==> src/rvdec_pkg.sv <==
// ----------------------------------------------------------------------------
// rvdec_pkg
// shared types and encodings for the rv32i instruction decoder
// ----------------------------------------------------------------------------
package rvdec_pkg;

   // major opcodes, instruction bits 6:0
   localparam logic [6:0] OPC_REG    = 7'h33;
   localparam logic [6:0] OPC_IMM    = 7'h13;
   localparam logic [6:0] OPC_LOAD   = 7'h03;
   localparam logic [6:0] OPC_STORE  = 7'h23;
   localparam logic [6:0] OPC_BRANCH = 7'h63;
   localparam logic [6:0] OPC_LUI    = 7'h37;
   localparam logic [6:0] OPC_AUIPC  = 7'h17;
   localparam logic [6:0] OPC_JAL    = 7'h6F;
   localparam logic [6:0] OPC_JALR   = 7'h67;
   localparam logic [6:0] OPC_SYSTEM = 7'h73;

   // funct3 values
   localparam logic [2:0] F3_0 = 3'h0;
   localparam logic [2:0] F3_1 = 3'h1;
   localparam logic [2:0] F3_2 = 3'h2;
   localparam logic [2:0] F3_3 = 3'h3;
   localparam logic [2:0] F3_4 = 3'h4;
   localparam logic [2:0] F3_5 = 3'h5;
   localparam logic [2:0] F3_6 = 3'h6;
   localparam logic [2:0] F3_7 = 3'h7;

   // funct7 values
   localparam logic [6:0] F7_BASE = 7'h00;
   localparam logic [6:0] F7_ALT  = 7'h20;

   // exact system words
   localparam logic [31:0] WORD_ECALL  = 32'h0000_0073;
   localparam logic [31:0] WORD_EBREAK = 32'h0010_0073;

   // dense operation numbers
   localparam logic [5:0] OP_ADD    = 6'd0;
   localparam logic [5:0] OP_SUB    = 6'd1;
   localparam logic [5:0] OP_XOR    = 6'd2;
   localparam logic [5:0] OP_OR     = 6'd3;
   localparam logic [5:0] OP_AND    = 6'd4;
   localparam logic [5:0] OP_SLL    = 6'd5;
   localparam logic [5:0] OP_SRL    = 6'd6;
   localparam logic [5:0] OP_SRA    = 6'd7;
   localparam logic [5:0] OP_SLT    = 6'd8;
   localparam logic [5:0] OP_SLTU   = 6'd9;
   localparam logic [5:0] OP_ADDI   = 6'd10;
   localparam logic [5:0] OP_XORI   = 6'd11;
   localparam logic [5:0] OP_ORI    = 6'd12;
   localparam logic [5:0] OP_ANDI   = 6'd13;
   localparam logic [5:0] OP_SLTI   = 6'd14;
   localparam logic [5:0] OP_SLTIU  = 6'd15;
   localparam logic [5:0] OP_SLLI   = 6'd16;
   localparam logic [5:0] OP_SRLI   = 6'd17;
   localparam logic [5:0] OP_SRAI   = 6'd18;
   localparam logic [5:0] OP_LB     = 6'd19;
   localparam logic [5:0] OP_LH     = 6'd20;
   localparam logic [5:0] OP_LW     = 6'd21;
   localparam logic [5:0] OP_LBU    = 6'd22;
   localparam logic [5:0] OP_LHU    = 6'd23;
   localparam logic [5:0] OP_SB     = 6'd24;
   localparam logic [5:0] OP_SH     = 6'd25;
   localparam logic [5:0] OP_SW     = 6'd26;
   localparam logic [5:0] OP_BEQ    = 6'd27;
   localparam logic [5:0] OP_BNE    = 6'd28;
   localparam logic [5:0] OP_BLT    = 6'd29;
   localparam logic [5:0] OP_BGE    = 6'd30;
   localparam logic [5:0] OP_BLTU   = 6'd31;
   localparam logic [5:0] OP_BGEU   = 6'd32;
   localparam logic [5:0] OP_LUI    = 6'd33;
   localparam logic [5:0] OP_AUIPC  = 6'd34;
   localparam logic [5:0] OP_JAL    = 6'd35;
   localparam logic [5:0] OP_JALR   = 6'd36;
   localparam logic [5:0] OP_ECALL  = 6'd37;
   localparam logic [5:0] OP_EBREAK = 6'd38;

   // one decoded instruction
   typedef struct packed {
      logic               legal;
      logic [5:0]         op_code;
      logic [4:0]         dest_reg;
      logic [4:0]         src_reg_one;
      logic [4:0]         src_reg_two;
      logic signed [31:0] immediate;
   } decode_result_type;

endpackage

==> src/rvdec_decode.sv <==
// ----------------------------------------------------------------------------
// rvdec_decode
// combinational field extraction and operation lookup for one rv32i word
// ----------------------------------------------------------------------------
module rvdec_decode (
   input  logic [31:0]                instr_word,
   output rvdec_pkg::decode_result_type result
);
   import rvdec_pkg::*;

   logic [6:0]  opc;
   logic [4:0]  rd;
   logic [2:0]  f3;
   logic [4:0]  rs1;
   logic [4:0]  rs2;
   logic [6:0]  f7;
   logic [31:0] imm_i;
   logic [31:0] imm_s;
   logic [31:0] imm_b;
   logic [31:0] imm_u;
   logic [31:0] imm_j;
   logic [31:0] imm_shamt;
   logic        ok;
   logic [5:0]  op;

   assign opc       = instr_word[6:0];
   assign rd        = instr_word[11:7];
   assign f3        = instr_word[14:12];
   assign rs1       = instr_word[19:15];
   assign rs2       = instr_word[24:20];
   assign f7        = instr_word[31:25];
   assign imm_i     = {{20{instr_word[31]}}, instr_word[31:20]};
   assign imm_s     = {{20{instr_word[31]}}, instr_word[31:25], instr_word[11:7]};
   assign imm_b     = {{20{instr_word[31]}}, instr_word[7], instr_word[30:25],
                       instr_word[11:8], 1'b0};
   assign imm_u     = {instr_word[31:12], 12'h000};
   assign imm_j     = {{12{instr_word[31]}}, instr_word[19:12], instr_word[20],
                       instr_word[30:21], 1'b0};
   assign imm_shamt = {27'd0, rs2};

   always_comb begin
      ok     = 1'b0;
      op     = OP_ADD;
      result = '0;
      unique case (opc)
         OPC_REG: begin
            if (f7 == F7_BASE) begin
               ok = 1'b1;
               unique case (f3)
                  F3_0:    op = OP_ADD;
                  F3_1:    op = OP_SLL;
                  F3_2:    op = OP_SLT;
                  F3_3:    op = OP_SLTU;
                  F3_4:    op = OP_XOR;
                  F3_5:    op = OP_SRL;
                  F3_6:    op = OP_OR;
                  default: op = OP_AND;
               endcase
            end else if (f7 == F7_ALT && f3 == F3_0) begin
               ok = 1'b1;
               op = OP_SUB;
            end else if (f7 == F7_ALT && f3 == F3_5) begin
               ok = 1'b1;
               op = OP_SRA;
            end
            result.dest_reg    = rd;
            result.src_reg_one = rs1;
            result.src_reg_two = rs2;
         end
         OPC_IMM: begin
            result.dest_reg    = rd;
            result.src_reg_one = rs1;
            result.immediate   = imm_i;
            unique case (f3)
               F3_0: begin ok = 1'b1; op = OP_ADDI;  end
               F3_2: begin ok = 1'b1; op = OP_SLTI;  end
               F3_3: begin ok = 1'b1; op = OP_SLTIU; end
               F3_4: begin ok = 1'b1; op = OP_XORI;  end
               F3_6: begin ok = 1'b1; op = OP_ORI;   end
               F3_7: begin ok = 1'b1; op = OP_ANDI;  end
               F3_1: begin
                  result.immediate = imm_shamt;
                  ok = (f7 == F7_BASE);
                  op = OP_SLLI;
               end
               default: begin
                  // shift right, logical or arithmetic by funct7
                  result.immediate = imm_shamt;
                  ok = (f7 == F7_BASE) || (f7 == F7_ALT);
                  op = (f7 == F7_ALT) ? OP_SRAI : OP_SRLI;
               end
            endcase
         end
         OPC_LOAD: begin
            result.dest_reg    = rd;
            result.src_reg_one = rs1;
            result.immediate   = imm_i;
            unique case (f3)
               F3_0:    begin ok = 1'b1; op = OP_LB;  end
               F3_1:    begin ok = 1'b1; op = OP_LH;  end
               F3_2:    begin ok = 1'b1; op = OP_LW;  end
               F3_4:    begin ok = 1'b1; op = OP_LBU; end
               F3_5:    begin ok = 1'b1; op = OP_LHU; end
               default: ok = 1'b0;
            endcase
         end
         OPC_STORE: begin
            result.src_reg_one = rs1;
            result.src_reg_two = rs2;
            result.immediate   = imm_s;
            unique case (f3)
               F3_0:    begin ok = 1'b1; op = OP_SB; end
               F3_1:    begin ok = 1'b1; op = OP_SH; end
               F3_2:    begin ok = 1'b1; op = OP_SW; end
               default: ok = 1'b0;
            endcase
         end
         OPC_BRANCH: begin
            result.src_reg_one = rs1;
            result.src_reg_two = rs2;
            result.immediate   = imm_b;
            unique case (f3)
               F3_0:    begin ok = 1'b1; op = OP_BEQ;  end
               F3_1:    begin ok = 1'b1; op = OP_BNE;  end
               F3_4:    begin ok = 1'b1; op = OP_BLT;  end
               F3_5:    begin ok = 1'b1; op = OP_BGE;  end
               F3_6:    begin ok = 1'b1; op = OP_BLTU; end
               F3_7:    begin ok = 1'b1; op = OP_BGEU; end
               default: ok = 1'b0;
            endcase
         end
         OPC_LUI: begin
            ok = 1'b1;
            op = OP_LUI;
            result.dest_reg  = rd;
            result.immediate = imm_u;
         end
         OPC_AUIPC: begin
            ok = 1'b1;
            op = OP_AUIPC;
            result.dest_reg  = rd;
            result.immediate = imm_u;
         end
         OPC_JAL: begin
            ok = 1'b1;
            op = OP_JAL;
            result.dest_reg  = rd;
            result.immediate = imm_j;
         end
         OPC_JALR: begin
            ok = (f3 == F3_0);
            op = OP_JALR;
            result.dest_reg    = rd;
            result.src_reg_one = rs1;
            result.immediate   = imm_i;
         end
         OPC_SYSTEM: begin
            if (instr_word == WORD_ECALL) begin
               ok = 1'b1;
               op = OP_ECALL;
            end else if (instr_word == WORD_EBREAK) begin
               ok = 1'b1;
               op = OP_EBREAK;
            end
         end
         default: ok = 1'b0;
      endcase

      // illegal words come out all zero
      if (ok) begin
         result.legal   = 1'b1;
         result.op_code = op;
      end else begin
         result = '0;
      end
   end

endmodule

==> src/rv32i_instruction_decoder.sv <==
// ----------------------------------------------------------------------------
// rv32i_instruction_decoder
// two-register rv32i decoder: request register, decode logic, response register
// ----------------------------------------------------------------------------
// Decodes one 32-bit RV32I instruction word per request into a legal flag, a
// dense operation number, rd/rs1/rs2 and the assembled immediate. A request
// is taken into the request register, decoded by shallow combinational logic,
// and the result lands in the response register, which drives rsp_valid. One
// request is accepted every cycle while the response side does not stall. A
// response stall holds the response register only; the request register still
// takes one more request, so req_stall follows rsp_stall only when both stages
// hold data. FENCE, CSR and every other unsupported or reserved encoding give
// legal low with all other fields zero. Stores put the data register in
// src_reg_two, shift-immediates put the shift amount in the immediate, and
// lui/auipc return instr_word[31:12] shifted up by twelve.
module rv32i_instruction_decoder (
   input  logic               clock,
   input  logic               reset,
   // request channel
   input  logic               req_valid,
   output logic               req_stall,
   input  logic [31:0]        req_instr_word,
   // response channel
   output logic               rsp_valid,
   input  logic               rsp_stall,
   output logic               rsp_legal,
   output logic [5:0]         rsp_op_code,
   output logic [4:0]         rsp_dest_reg,
   output logic [4:0]         rsp_src_reg_one,
   output logic [4:0]         rsp_src_reg_two,
   output logic signed [31:0] rsp_immediate
);
   import rvdec_pkg::*;

   // request register
   logic              req_full_ff;
   logic              req_full_in;
   logic [31:0]       word_ff;
   logic [31:0]       word_in;

   // response register
   logic              rsp_full_ff;
   logic              rsp_full_in;
   decode_result_type rsp_data_ff;
   decode_result_type rsp_data_in;

   decode_result_type decoded;
   logic              rsp_hold;
   logic              req_hold;
   logic              req_take;

   // shallow decode between the two registers
   rvdec_decode u_decode (
      .instr_word (word_ff),
      .result     (decoded)
   );

   // a stage holds when it has data and the next one cannot take it
   assign rsp_hold  = rsp_full_ff && rsp_stall;
   assign req_hold  = req_full_ff && rsp_hold;
   assign req_stall = req_hold;
   assign req_take  = req_valid && !req_hold;

   always_comb begin
      req_full_in = req_full_ff;
      word_in     = word_ff;
      rsp_full_in = rsp_full_ff;
      rsp_data_in = rsp_data_ff;
      if (!rsp_hold) begin
         // response register moves: load decoded word or go empty
         rsp_full_in = req_full_ff;
         rsp_data_in = decoded;
      end
      if (!req_hold) begin
         req_full_in = req_take;
         word_in     = req_instr_word;
      end
   end

   always_ff @(posedge clock) begin
      if (reset) begin
         req_full_ff <= 1'b0;
         rsp_full_ff <= 1'b0;
      end else begin
         req_full_ff <= req_full_in;
         rsp_full_ff <= rsp_full_in;
      end
   end

   // payload needs no reset
   always_ff @(posedge clock) begin
      word_ff     <= word_in;
      rsp_data_ff <= rsp_data_in;
   end

   assign rsp_valid       = rsp_full_ff;
   assign rsp_legal       = rsp_data_ff.legal;
   assign rsp_op_code     = rsp_data_ff.op_code;
   assign rsp_dest_reg    = rsp_data_ff.dest_reg;
   assign rsp_src_reg_one = rsp_data_ff.src_reg_one;
   assign rsp_src_reg_two = rsp_data_ff.src_reg_two;
   assign rsp_immediate   = rsp_data_ff.immediate;

endmodule

==> config.mk <==
export PLATFORM = sky130hd
export DESIGN_NAME = rv32i_instruction_decoder
export DESIGN_NICKNAME = d
export VERILOG_FILES = /design/src/rvdec_pkg.sv /design/src/rvdec_decode.sv /design/src/rv32i_instruction_decoder.sv
export SDC_FILE = /design/constraint.sdc
export NUM_CORES = 1
export LEC_CHECK = 0
export BUFFER_PORTS_ARGS = -buffer_cell sky130_fd_sc_hd__buf_2
export CORE_MARGIN = 2
export CORE_UTILIZATION = 45
export CTS_CLUSTER_DIAMETER = 200
export CTS_CLUSTER_SIZE = 20
export DETAILED_ROUTE_END_ITERATION = 10
export PLACE_DENSITY_LB_ADDON = 0.12
export SYNTH_ARGS = -nofsm -noshare
export SYNTH_HDL_FRONTEND = slang
export SYNTH_SLANG_ARGS = --single-unit
==> constraint.sdc <==
create_clock -name clock -period 2.7 [get_ports clock]
set_input_delay 0.54 -clock clock [delete_from_list [all_inputs] [get_ports clock]]
set_output_delay 0.54 -clock clock [all_outputs]
set_load 0.02 [all_outputs]
# Word-level counts from Yosys, hierarchy flattened
# Index checks and enable logic that the tools add are counted.
# word_totals
word_cells,76
out_inout_bits,56
in_bits,36
ff_bits,88
# op_classes
n_eq_ne,20
muxes,25
n_reduce_logical,22
# ops
op,count
$pmux W32 S6,1
$pmux W6 S10,1
$pmux W6 S7,1
$pmux W6 S6,1
$eq A32 B21 Y1 const B,1
$eq A32 B7 Y1 const B,1
$mux W32,1
$eq A7 B6 Y1 const B,4
$eq A7 B7 Y1 const B,4
$pmux W4 S7,1
$pmux W5 S5,1
$mux W6,3
$reduce_or A6 Y1,3
$pmux W5 S3,1
$eq A7 B5 Y1 const B,2
$eq A3 B3 Y1 const B,4
$reduce_or A3 Y1,3
$mux W1,8
$pmux W1 S8,1
$eq A7 B2 Y1 const B,1
$logic_not A7 Y1,1
$mux W7,1
$reduce_or A7 Y1,1
$eq A3 B2 Y1 const B,2
11 further kinds,19

# Depth between registers and ports, before layout
# Gate-level depths: netlist of the first run.
# logic_depth
word_depth,7
ltp_mapped,10
depth_no_buf,7

# By module
# From an unflattened synthesis of the first run, not the netlist that was laid out.
# hier_totals
hier_cells,316
hier_area_um2,4033.9
# by_module_without_submodules
mod,area_per_inst_um2,cells_each,seq_area_each_um2,n_inst
rv32i_instruction_decoder,2661.3,95,2622.5,1
rvdec_decode,1372.6,221,0.0,1

# Worst setup path after synthesis of the first run
# No wires, ideal clock.
# synth_path
kind,input port to output port
start,in rsp_stall
end,out req_stall
n_path_buf,0
t_arrival_ns,1.773
setup_slack_ns,0.387
required_ns,2.160
stages,2
cell_sequence,nand3_1 -> inv_1
# synth_via
elab_chain_len,2
# synth_lines
element,line,text
from (decl),rv32i_instruction_decoder.sv:25,"input logic rsp_stall,"
$logic_and A1 B1 Y1,rv32i_instruction_decoder.sv:59,assign rsp_hold = rsp_full_ff && rsp_stall;
$logic_and A1 B1 Y1,rv32i_instruction_decoder.sv:60,assign req_hold = req_full_ff && rsp_hold;
to (decl),rv32i_instruction_decoder.sv:21,"output logic req_stall,"
# Every way passes these cells.

# Worst setup path in the final report of the first run
# layout_path
start,reg word_ff[31]
end,"reg rsp_data_ff (netlist bit rsp_src_reg_two[2]), data pin"
# layout_via
elab_chain_len,7
elab_cells_between_ends,15
# layout_lines
element,line,text
from (decl),rv32i_instruction_decoder.sv:38,logic [31:0] word_ff;
from (signal assigned),rv32i_instruction_decoder.sv:92,word_ff <= word_in;
$eq A7 B6 Y1,"rvdec_decode.sv:59, rvdec_decode.sv:62, rvdec_decode.sv:89",
$logic_and A1 B1 Y1,rvdec_decode.sv:62,end else if (f7 == F7_ALT && f3 == F3_5) begin
$mux W1,rvdec_decode.sv:62,
$mux W1,rvdec_decode.sv:59,end else if (f7 == F7_ALT && f3 == F3_0) begin
$mux W1,rvdec_decode.sv:47,if (f7 == F7_BASE) begin
$pmux W1 S8 *,rvdec_decode.sv:45,unique case (opc)
$reduce_and A2 Y1 (no line) *,--,
to (signal assigned),rv32i_instruction_decoder.sv:93,rsp_data_ff <= rsp_data_in;
to (decl),rv32i_instruction_decoder.sv:44,decode_result_type rsp_data_ff;
# Every way passes the cells marked *; elsewhere a longest branch is shown, timed or not.
# A chain may end at the register's enable or synchronous reset.

==> results of run 1 <==
-- per-layer routing --
layer  GRT usage  vias to the layer above
met5           0                        -
met3     0.03244                       23
li1            -                     1551
met1      0.2972                     1509
met4     0.09252                        0
met2      0.3245                      146
-- power by group through the flow --
stage          sequential, mW  combinational [mW]  clock (mW)
2_1_floorplan            1.66               0.122           0
3_5_place_dp             1.63               0.262           0
4_1_cts                  1.60               0.262       0.861
5_1_grt                  1.61               0.285       0.908
6_report                 1.60               0.263       0.845
3_3_place_gp             1.63               0.261           0
-- path summary, 6_finish.rpt --
check	end	slack, ns	cells past startpoint
setup / recovery	rsp_src_reg_two[2]	0.24	7
setup reg to reg	rsp_src_reg_two[2]	0.24	7
hold reg to reg	rsp_valid	0.50	2
hold / removal	req_full_ff	0.33	2
-- cell type report --
| cell class | count | area share |
|---|---|---|
| Timing Repair Buffer | 119 | 0.1326 |
| Inverter | 7 | 0.005383 |
| Multi-Input combinational cell | 237 | 0.2865 |
| Clock buffer | 11 | 0.02765 |
| Tap cell | 111 | 0.02716 |
| Sequential cell | 88 | 0.5128 |
| Clock inverter | 5 | 0.007830 |
-- layout by cell type (no fill, tap or decap), drive strengths merged, types with 2 or more instances in the layout --
cell type  Yosys  routed
and3b          4       4
nand3         26      26
nor2b          9       9
nand4          4       4
nor4           9       9
o21ai         17      17
clkbuf        15      11
a211oi         3       3
nor3b          2       2
a31oi          2       2
or4            2       2
clkinvlp       0       3
and3          11      11
a21oi         33      33
a311o          2       2
dfxtp          2       2
nor3           6       6
o2111ai        2       2
nand2b         5       5
a22oi          4       4
buf            9     119
edfxtp        86      86
inv            6       7
nand2         36      36
and2           3       3
nor2          37      37
a41oi          2       2
or2            2       2
clkinv         1       2
-- kinds of logic (layout without fill, tap and decap cells) --
kind of cell	after synthesis	in the layout	share of synthesized area
AOI/OAI and AO/OA	75	75	0.1095
buffers and inverters	31	142	0.03887
xor gates and xnor gates	1	1	0.002062
and+or+nand+nor	161	161	0.2323
DFF	88	88	0.6172
-- critical path, cell delays in order (launching register included) --
cell and delay (ns):
edfxtp_1 0.45, or4_4 0.60, o41ai_2 0.25, a41oi_1 0.15, and3_4 0.23, and3b_2 0.30, buf_12 0.22, nor2_4 0.12
-- metrics by stage --
stage	hold slack, ns	instance area, um2	cells	power [mW]	setup WS, ns
after floorplan	0.4374	4249	356	1.777	0.3872
after global placement	0.4456	4932	562	1.893	0.3521
after detailed placement	0.4795	4932	562	1.896	0.2790
after CTS	0.3240	5114	578	2.726	0.2544
after global routing	0.3207	5114	578	2.803	0.1550
final	0.3345	5114	578	2.711	0.2446
==> impl_metrics.yaml, run 1 <==
run_status:
  status: "finished clean"
power_and_ir_drop:
  intPower_mw: 2.012
  seqPwrFrac: 0.591
  leakage_nw: 2.036
  ir_drop_mv: 0.2529
  powerDensity_mw_per_mm2: 530.1
  switching_share: 0.2576
  clkPwrFrac: 0.312
  p_sw_uw: 698.3
  combinationalPowerShare: 0.097
sta:
  worstMarginPinSlew_ns: 0.6855
  setup_violations: 0
  fmax_mhz: 407.3
  period_share: 0.9094
  maxSlewHeadroom: 0.5430
  fin_crit_ns: 2.455
  finClkSkew_ns: 0.01413
  hold_viol: 0
  drv_slew: 0
  tns_ns: 0
  grt_setup_unrepaired: "false"
detailed_routing:
  wire_per_inst_um: 18.06
  wl_met1_um: 4673
  final_antenna_net_count: 0
  drc: 0
  wirelength_um: 10440
  via_per_inst: 5.587
  drt_iter0_drc: 180
  wl_met2_um: 4907
  dr.max_layer_used: "met4"
  vias: 3229
  drt_pass1_iterations: 5
  dr_wl_met3_um: 600
clock_network:
  htree_levels: 3
  ctsResizeCount: 0
  clock-sinks: 88
  clk_pin_slew_ns: 0.09
  holdBufCountCts: 0
  insertion_delay_ns: 0.36
  tritoncts: "done"
  root_buffer: "clkbuf_8"
  numCtsBuffers: 9
  clock_path_buffers: 2
  cts_setup_buffers: 0
placed_design:
  io_buffers: 91
  gp_congestion: 0.8961
  hpwl_um: 7530
critical_path:
  criticalPathCategory: "reg2reg"
  cp_max_fo: 19
  crit_start: "word_ff[31]"
  worstSetupEndpointType: "flop"
  cp-start-kind: "flop"
  r2r-start: "word_ff[31]"
  cp_data_arrival_time_ns: 2.69
  cp.required_ns: 2.94
synthesis:
  yosys-top-cells-area: "edfxtp_1, nor2_4, a21oi_1, nand2_1, nand3_1"
  netlist.area_leader.share: 0.6078
  syn_area_mm2: 0.004249
  synth_nets: 392
  yosys_warnings: 0
  yosysTopAreaCell: "edfxtp_1"
  synth-edff-count: 86
  synth.distinct_cells: 52
  synth.yosys.seq_area_share: 0.6172
  synth_top_cells_by_count: "edfxtp_1, nand2_1, a21oi_1, nand3_1, nor2_4"
  ys.flop_type: "edfxtp_1"
  synth-seq-cells: 88
  synth.avg_cell_area_um2: 11.94
  syn_inst: 356
  yosysMostFrequentCell: "edfxtp_1"
  async_reset_ff_frac: 0
grt:
  antenna_found_initial: 0
  grt_pass1_vias: 3169
  grt_max_degree: 55
  track_usage: 0.2105
  overflow: 0
  grt_pass1_wl_um: 16280
final_layout:
  fin_util: 0.5561
  final_nets: 498
  fill_cells: 815
  layout-drive-gt1-share: 0.3555
  area_growth_pct: 20.35
  regArea_mm2: 0.002623
  antenna_cells: 0
  multi_input_area_mm2: 0.001465
floorplan:
  die_w_um: 101.2
  dieArea_mm2: 0.01024
  start_util: 0.4620
  fp.dieH_um: 101.2
  fp-row-count: 35
  boundaryPins: 92
  coreArea_mm2: 0.009196
worst_hold_path:
  holdCritPathClass: "in2reg"
  hold_start: "reset"
flow_run:
  cap_violations: 0
No activity file was read; power rests on OpenSTA's default activity.
==> run 2: changes to the inputs <==
Settings changed: BUFFER_PORTS_ARGS -buffer_cell sky130_fd_sc_hd__buf_2 to -buffer_cell sky130_fd_sc_hd__buf_4.
==> run 2 against run 1 <==
Maximum frequency fell by 5.8%. Sequential share of layout area is 2.3 points lower. First-iteration DRC count rose by 82%. Sequential power is essentially flat. Count of clock-buffer cells in the layout fell by 2. Cell count fell by 0.69%. Cell area up 4.8%. Clock power increased by 7.6%.
==> impl_metrics.yaml, run 2 (synthesis results as in run 1) <==
run_status:
  status: "finished clean"
grt:
  grt_pass1_wl_um: 16140
  grt_pass1_vias: 3102
  antenna_found_initial: 0
  overflow: 0
  track_usage: 0.2100
  grt_max_degree: 55
placed_design:
  hpwl_um: 7422
  io_buffers: 91
  gp_congestion: 0.9490
final_layout:
  layout_common_cells: "buf_4, edfxtp_1, nand2_1"
  antenna_cells: 0
  layout-drive-gt1-share: 0.3477
  fin_util: 0.5826
  final_nets: 494
  layout_commonest_cell: "buf_4"
  area_growth_pct: 26.09
flow_run:
  cap_violations: 0
sta:
  tns_ns: 0
  maxSlewHeadroom: 0.6013
  worstMarginPinSlew_ns: 0.5980
  setup_violations: 0
  finClkSkew_ns: 0.01391
  grt_setup_unrepaired: "false"
  period_share: 0.9650
  drv_slew: 0
  hold_viol: 0
  fin_crit_ns: 2.606
  fmax_mhz: 383.8
critical_path:
  rr_worst_depth: 7
  cp-start-kind: "flop"
  worstSetupEndpointType: "flop"
  criticalPathCategory: "reg2reg"
  cp.required_ns: 2.91
  cp_max_fo: 21
  cp_data_arrival_time_ns: 2.82
detailed_routing:
  wirelength_um: 10400
  wire_per_inst_um: 18.11
  drc: 0
  final_antenna_net_count: 0
  via_per_inst: 5.707
  vias: 3276
  drt_iter0_drc: 327
  drt_pass1_iterations: 5
clock_network:
  htree_levels: 3
  clock_path_buffers: 2
  clock-sinks: 88
  clk_pin_slew_ns: 0.09
  numCtsBuffers: 9
  root_buffer: "clkbuf_8"
  tritoncts: "done"
  holdBufCountCts: 0
  insertion_delay_ns: 0.36
floorplan:
  fp.dieH_um: 101.2
  die_w_um: 101.2
  coreArea_mm2: 0.009196
  fp-row-count: 35
  dieArea_mm2: 0.01024
  start_util: 0.4620
  boundaryPins: 92
power_and_ir_drop:
  combinationalPowerShare: 0.105
  switching_share: 0.2491
  clkPwrFrac: 0.324
  ir_drop_mv: 0.2461
  intPower_mw: 2.107
  powerDensity_mw_per_mm2: 523.7
  leakage_nw: 2.070
  seqPwrFrac: 0.571
  p_sw_uw: 698.9
worst_hold_path:
  worstHoldPathCells: 2
  holdCritPathClass: "in2reg"
-- run 2: changes by cell type in the layout (fill, tap and decap cells not counted), moves of 2 or more --
cell      change
buf_2        -91
buf_4        +85
buf_12        +2
clkinv_1      +2
-- run 2: cell type report --
class	count	area [um2]
timing repair buffer	115	900.9
clock buffer	9	123.9
multi-input combinational	237	1474
fill	763	3839
sequential	88	2623
tap	111	138.9
inverter	7	27.53
clock inverter	7	70.07
-- run 2: per-stage QoR --
stage | setup WS (ns) | cell area, um2 | std cells | total power [mW] | hold slack [ns]
2_1_floorplan | 0.3872 | 4249 | 356 | 1.777 | 0.4374
3_3_place_gp | 0.1630 | 5155 | 558 | 1.924 | 0.4468
3_5_place_dp | 0.1243 | 5155 | 558 | 1.925 | 0.4744
4_1_cts | 0.08393 | 5349 | 574 | 2.823 | 0.3177
5_1_grt | 0.006146 | 5358 | 574 | 2.914 | 0.3158
6_report | 0.09448 | 5358 | 574 | 2.806 | 0.3342
-- run 2: power groups by stage --
stage	Combinational, mW	Sequential, mW	Clock [mW]
floorplan	0.122	1.66	0
global placement	0.292	1.63	0
detailed placement	0.292	1.63	0
CTS	0.293	1.60	0.929
global route	0.317	1.61	0.987
finish	0.294	1.60	0.909
-- run 2: critical path, stage by stage, from the launching register on --
cell and delay (ns):
edfxtp_1 0.50, or4_4 0.63, o41ai_2 0.31, a41oi_1 0.17
and3_4 0.21, and3b_2 0.27, buf_12 0.21, a21oi_1 0.14
-- run 2: final timing paths --
path,start,end,slack [ns]
worst min register to register,req_full_ff,rsp_valid,0.48
worst max register to register,word_ff[31],rsp_immediate[0],0.09
worst max-delay path,word_ff[31],rsp_immediate[0],0.09
worst min-delay path,reset,req_full_ff,0.33
-- run 2: repair_timing --
item,in CTS,in global routing
gates resized for setup,0,1
buffers inserted,0,0
setup endpoints to repair,0,1
endpoints found under the hold margin,0,0
-- run 2: routing by layer --
layer | wire, um | vias to the layer above | track usage
met1 | 4371 | 1532 | 0.2948
met2 | 4978 | 175 | 0.3276
li1 | - | 1544 | -
met5 | 0 | - | 0
met4 | 235 | 0 | 0.08836
met3 | 811 | 25 | 0.03244
==> run 3: changes to the inputs <==
Settings changed: CORE_ASPECT_RATIO set to 1.1.
==> run 3 against run 2 <==
Cell count is 1.7% higher. Non-clock buffer count is 4 higher. Register-to-register slack worse by 0.04 ns. Worst setup slack worse by 0.037 ns. Power is 2.7% higher. Cell area is 0.75% higher. Sequential power hardly changed. First-iteration DRC count is 34% lower.
==> impl_metrics.yaml, run 3 (synthesis results as in run 1) <==
run_status:
  status: "finished clean"
clock_network:
  cts_setup_buffers: 0
  tritoncts: "done"
  clk_pin_slew_ns: 0.09
  clock-sinks: 88
  root_buffer: "clkbuf_8"
  insertion_delay_ns: 0.36
  numCtsBuffers: 9
  clock_path_buffers: 2
  ctsResizeCount: 0
  htree_levels: 3
  holdBufCountCts: 0
floorplan:
  fp-row-count: 37
  dieArea_mm2: 0.01024
  die_w_um: 96.65
  start_util: 0.4589
  fp.dieH_um: 105.9
  boundaryPins: 92
  coreArea_mm2: 0.009259
grt:
  grt_pass1_vias: 3148
  overflow: 0
  track_usage: 0.2087
  grt_max_degree: 55
  antenna_found_initial: 0
  grt_pass1_wl_um: 16580
sta:
  finClkSkew_ns: 0.01448
  timing.final.ws_setup_ns: 0.05794
  maxSlewHeadroom: 0.5286
  setup_violations: 0
  hold_viol: 0
  worstMarginPinSlew_ns: 0.7071
  fin_crit_ns: 2.642
  period_share: 0.9785
  tns_ns: 0
  whs_ns: 0.3356
  grt_setup_unrepaired: "false"
  drv_slew: 0
  fmax_mhz: 378.5
critical_path:
  cp-start-kind: "flop"
  reg2reg_slack_ns: 0.06
  r2r-start: "word_ff[31]"
  cp_max_fo: 21
  crit_start: "word_ff[31]"
  max_stage_delay_ns: 0.62
  criticalPathCategory: "reg2reg"
  cp.required_ns: 2.92
  crit_chain: "or4_4 > nor4_2 > nand3_1 > nor4_1 > and3b_2 > buf_12 > a21oi_1"
  worstSetupEndpointType: "flop"
  r2r-end: "rsp_immediate[0]"
  slowest_stage: "or4_4"
  cp_data_arrival_time_ns: 2.86
  rr_worst_depth: 7
  endpoint: "rsp_immediate[0]"
power_and_ir_drop:
  p_sw_uw: 678.4
  combinationalPowerShare: 0.103
  clkPwrFrac: 0.341
  leakage_nw: 2.099
  power.total_mw: 2.881
  intPower_mw: 2.202
  ir_drop_mv: 0.4260
  switching_share: 0.2355
  seqPwrFrac: 0.556
  powerDensity_mw_per_mm2: 533.7
final_layout:
  area_growth_pct: 27.03
  regArea_mm2: 0.002623
  layout_common_cells: "buf_4, edfxtp_1, nand2_1"
  multi_input_area_mm2: 0.001470
  layout-drive-gt1-share: 0.3533
  final_nets: 498
  layout_commonest_cell: "buf_4"
  antenna_cells: 0
  fill_cells: 822
detailed_routing:
  drt_pass1_iterations: 5
  vias: 3209
  via_per_inst: 5.495
  final_antenna_net_count: 0
  drt_iter0_drc: 217
  wire_per_inst_um: 18.02
  drc: 0
  wirelength_um: 10520
placed_design:
  place_ws_ns: 0.08000
  gp_congestion: 0.9144
  io_buffers: 91
  hpwl_um: 7653
worst_hold_path:
  holdCritPathClass: "in2reg"
flow_run:
  cap_violations: 0
[run 3: cell types whose count changed in the layout (fill, tap and decap cells not counted), sizes merged]
cell,change
clkinvlp,-2
bufinv,+1
clkinv,+1
buf,+4
clkbuf,+2
inv,-2
[run 3: metal layers]
metal,vias to the layer above,share of wire,track usage
li1,1544,-,-
met1,1529,0.41,0.2717
met2,125,0.51,0.3472
met3,11,0.063,0.04734
met4,0,0.016,0.07042
met5,-,0,0
[run 3: worst min path at each step]
stage,slack [ns],endpoint,start,depth (start not counted)
after floorplan,0.44,rsp_valid,req_full_ff,2
after global placement,0.48,rsp_valid,req_full_ff,2
after detailed placement,0.48,rsp_valid,req_full_ff,2
after CTS,0.33,rsp_valid,reset,2
after global routing,0.32,rsp_valid,reset,2
final,0.34,rsp_valid,reset,2
[run 3: power groups by stage]
stage,clock network (mW),logic [mW],registers [mW]
finish,0.982,0.296,1.60
global route,1.06,0.318,1.61
CTS,0.998,0.296,1.60
detailed placement,0,0.295,1.63
global placement,0,0.295,1.63
floorplan,0,0.122,1.66
[run 3: layout make-up]
class / instances / share of cell area
Tap cell: 117 / 0.02712
Clock inverter: 5 / 0.01507
Sequential cell: 88 / 0.4859
Multi-Input combinational cell: 237 / 0.2724
Inverter: 7 / 0.005100
Timing Repair Buffer: 119 / 0.1701
Clock buffer: 11 / 0.02434
[run 3: through the flow]
step	cells	utilization	area, um2
final	584	0.5830	5398
after global routing	584	0.5830	5398
after CTS	584	0.5830	5398
after detailed placement	568	0.5600	5185
after global placement	568	0.5600	5185
after floorplan	356	-	4249
[run 3: critical path: cells and delay by family, from the launching register on]
family                 cells  cell delay (ns)
AND/OR/NAND/NOR            5             1.64
flip-flops                 1             0.50
buffers and inverters      1             0.20
AO/OA/AOI/OAI              1             0.13
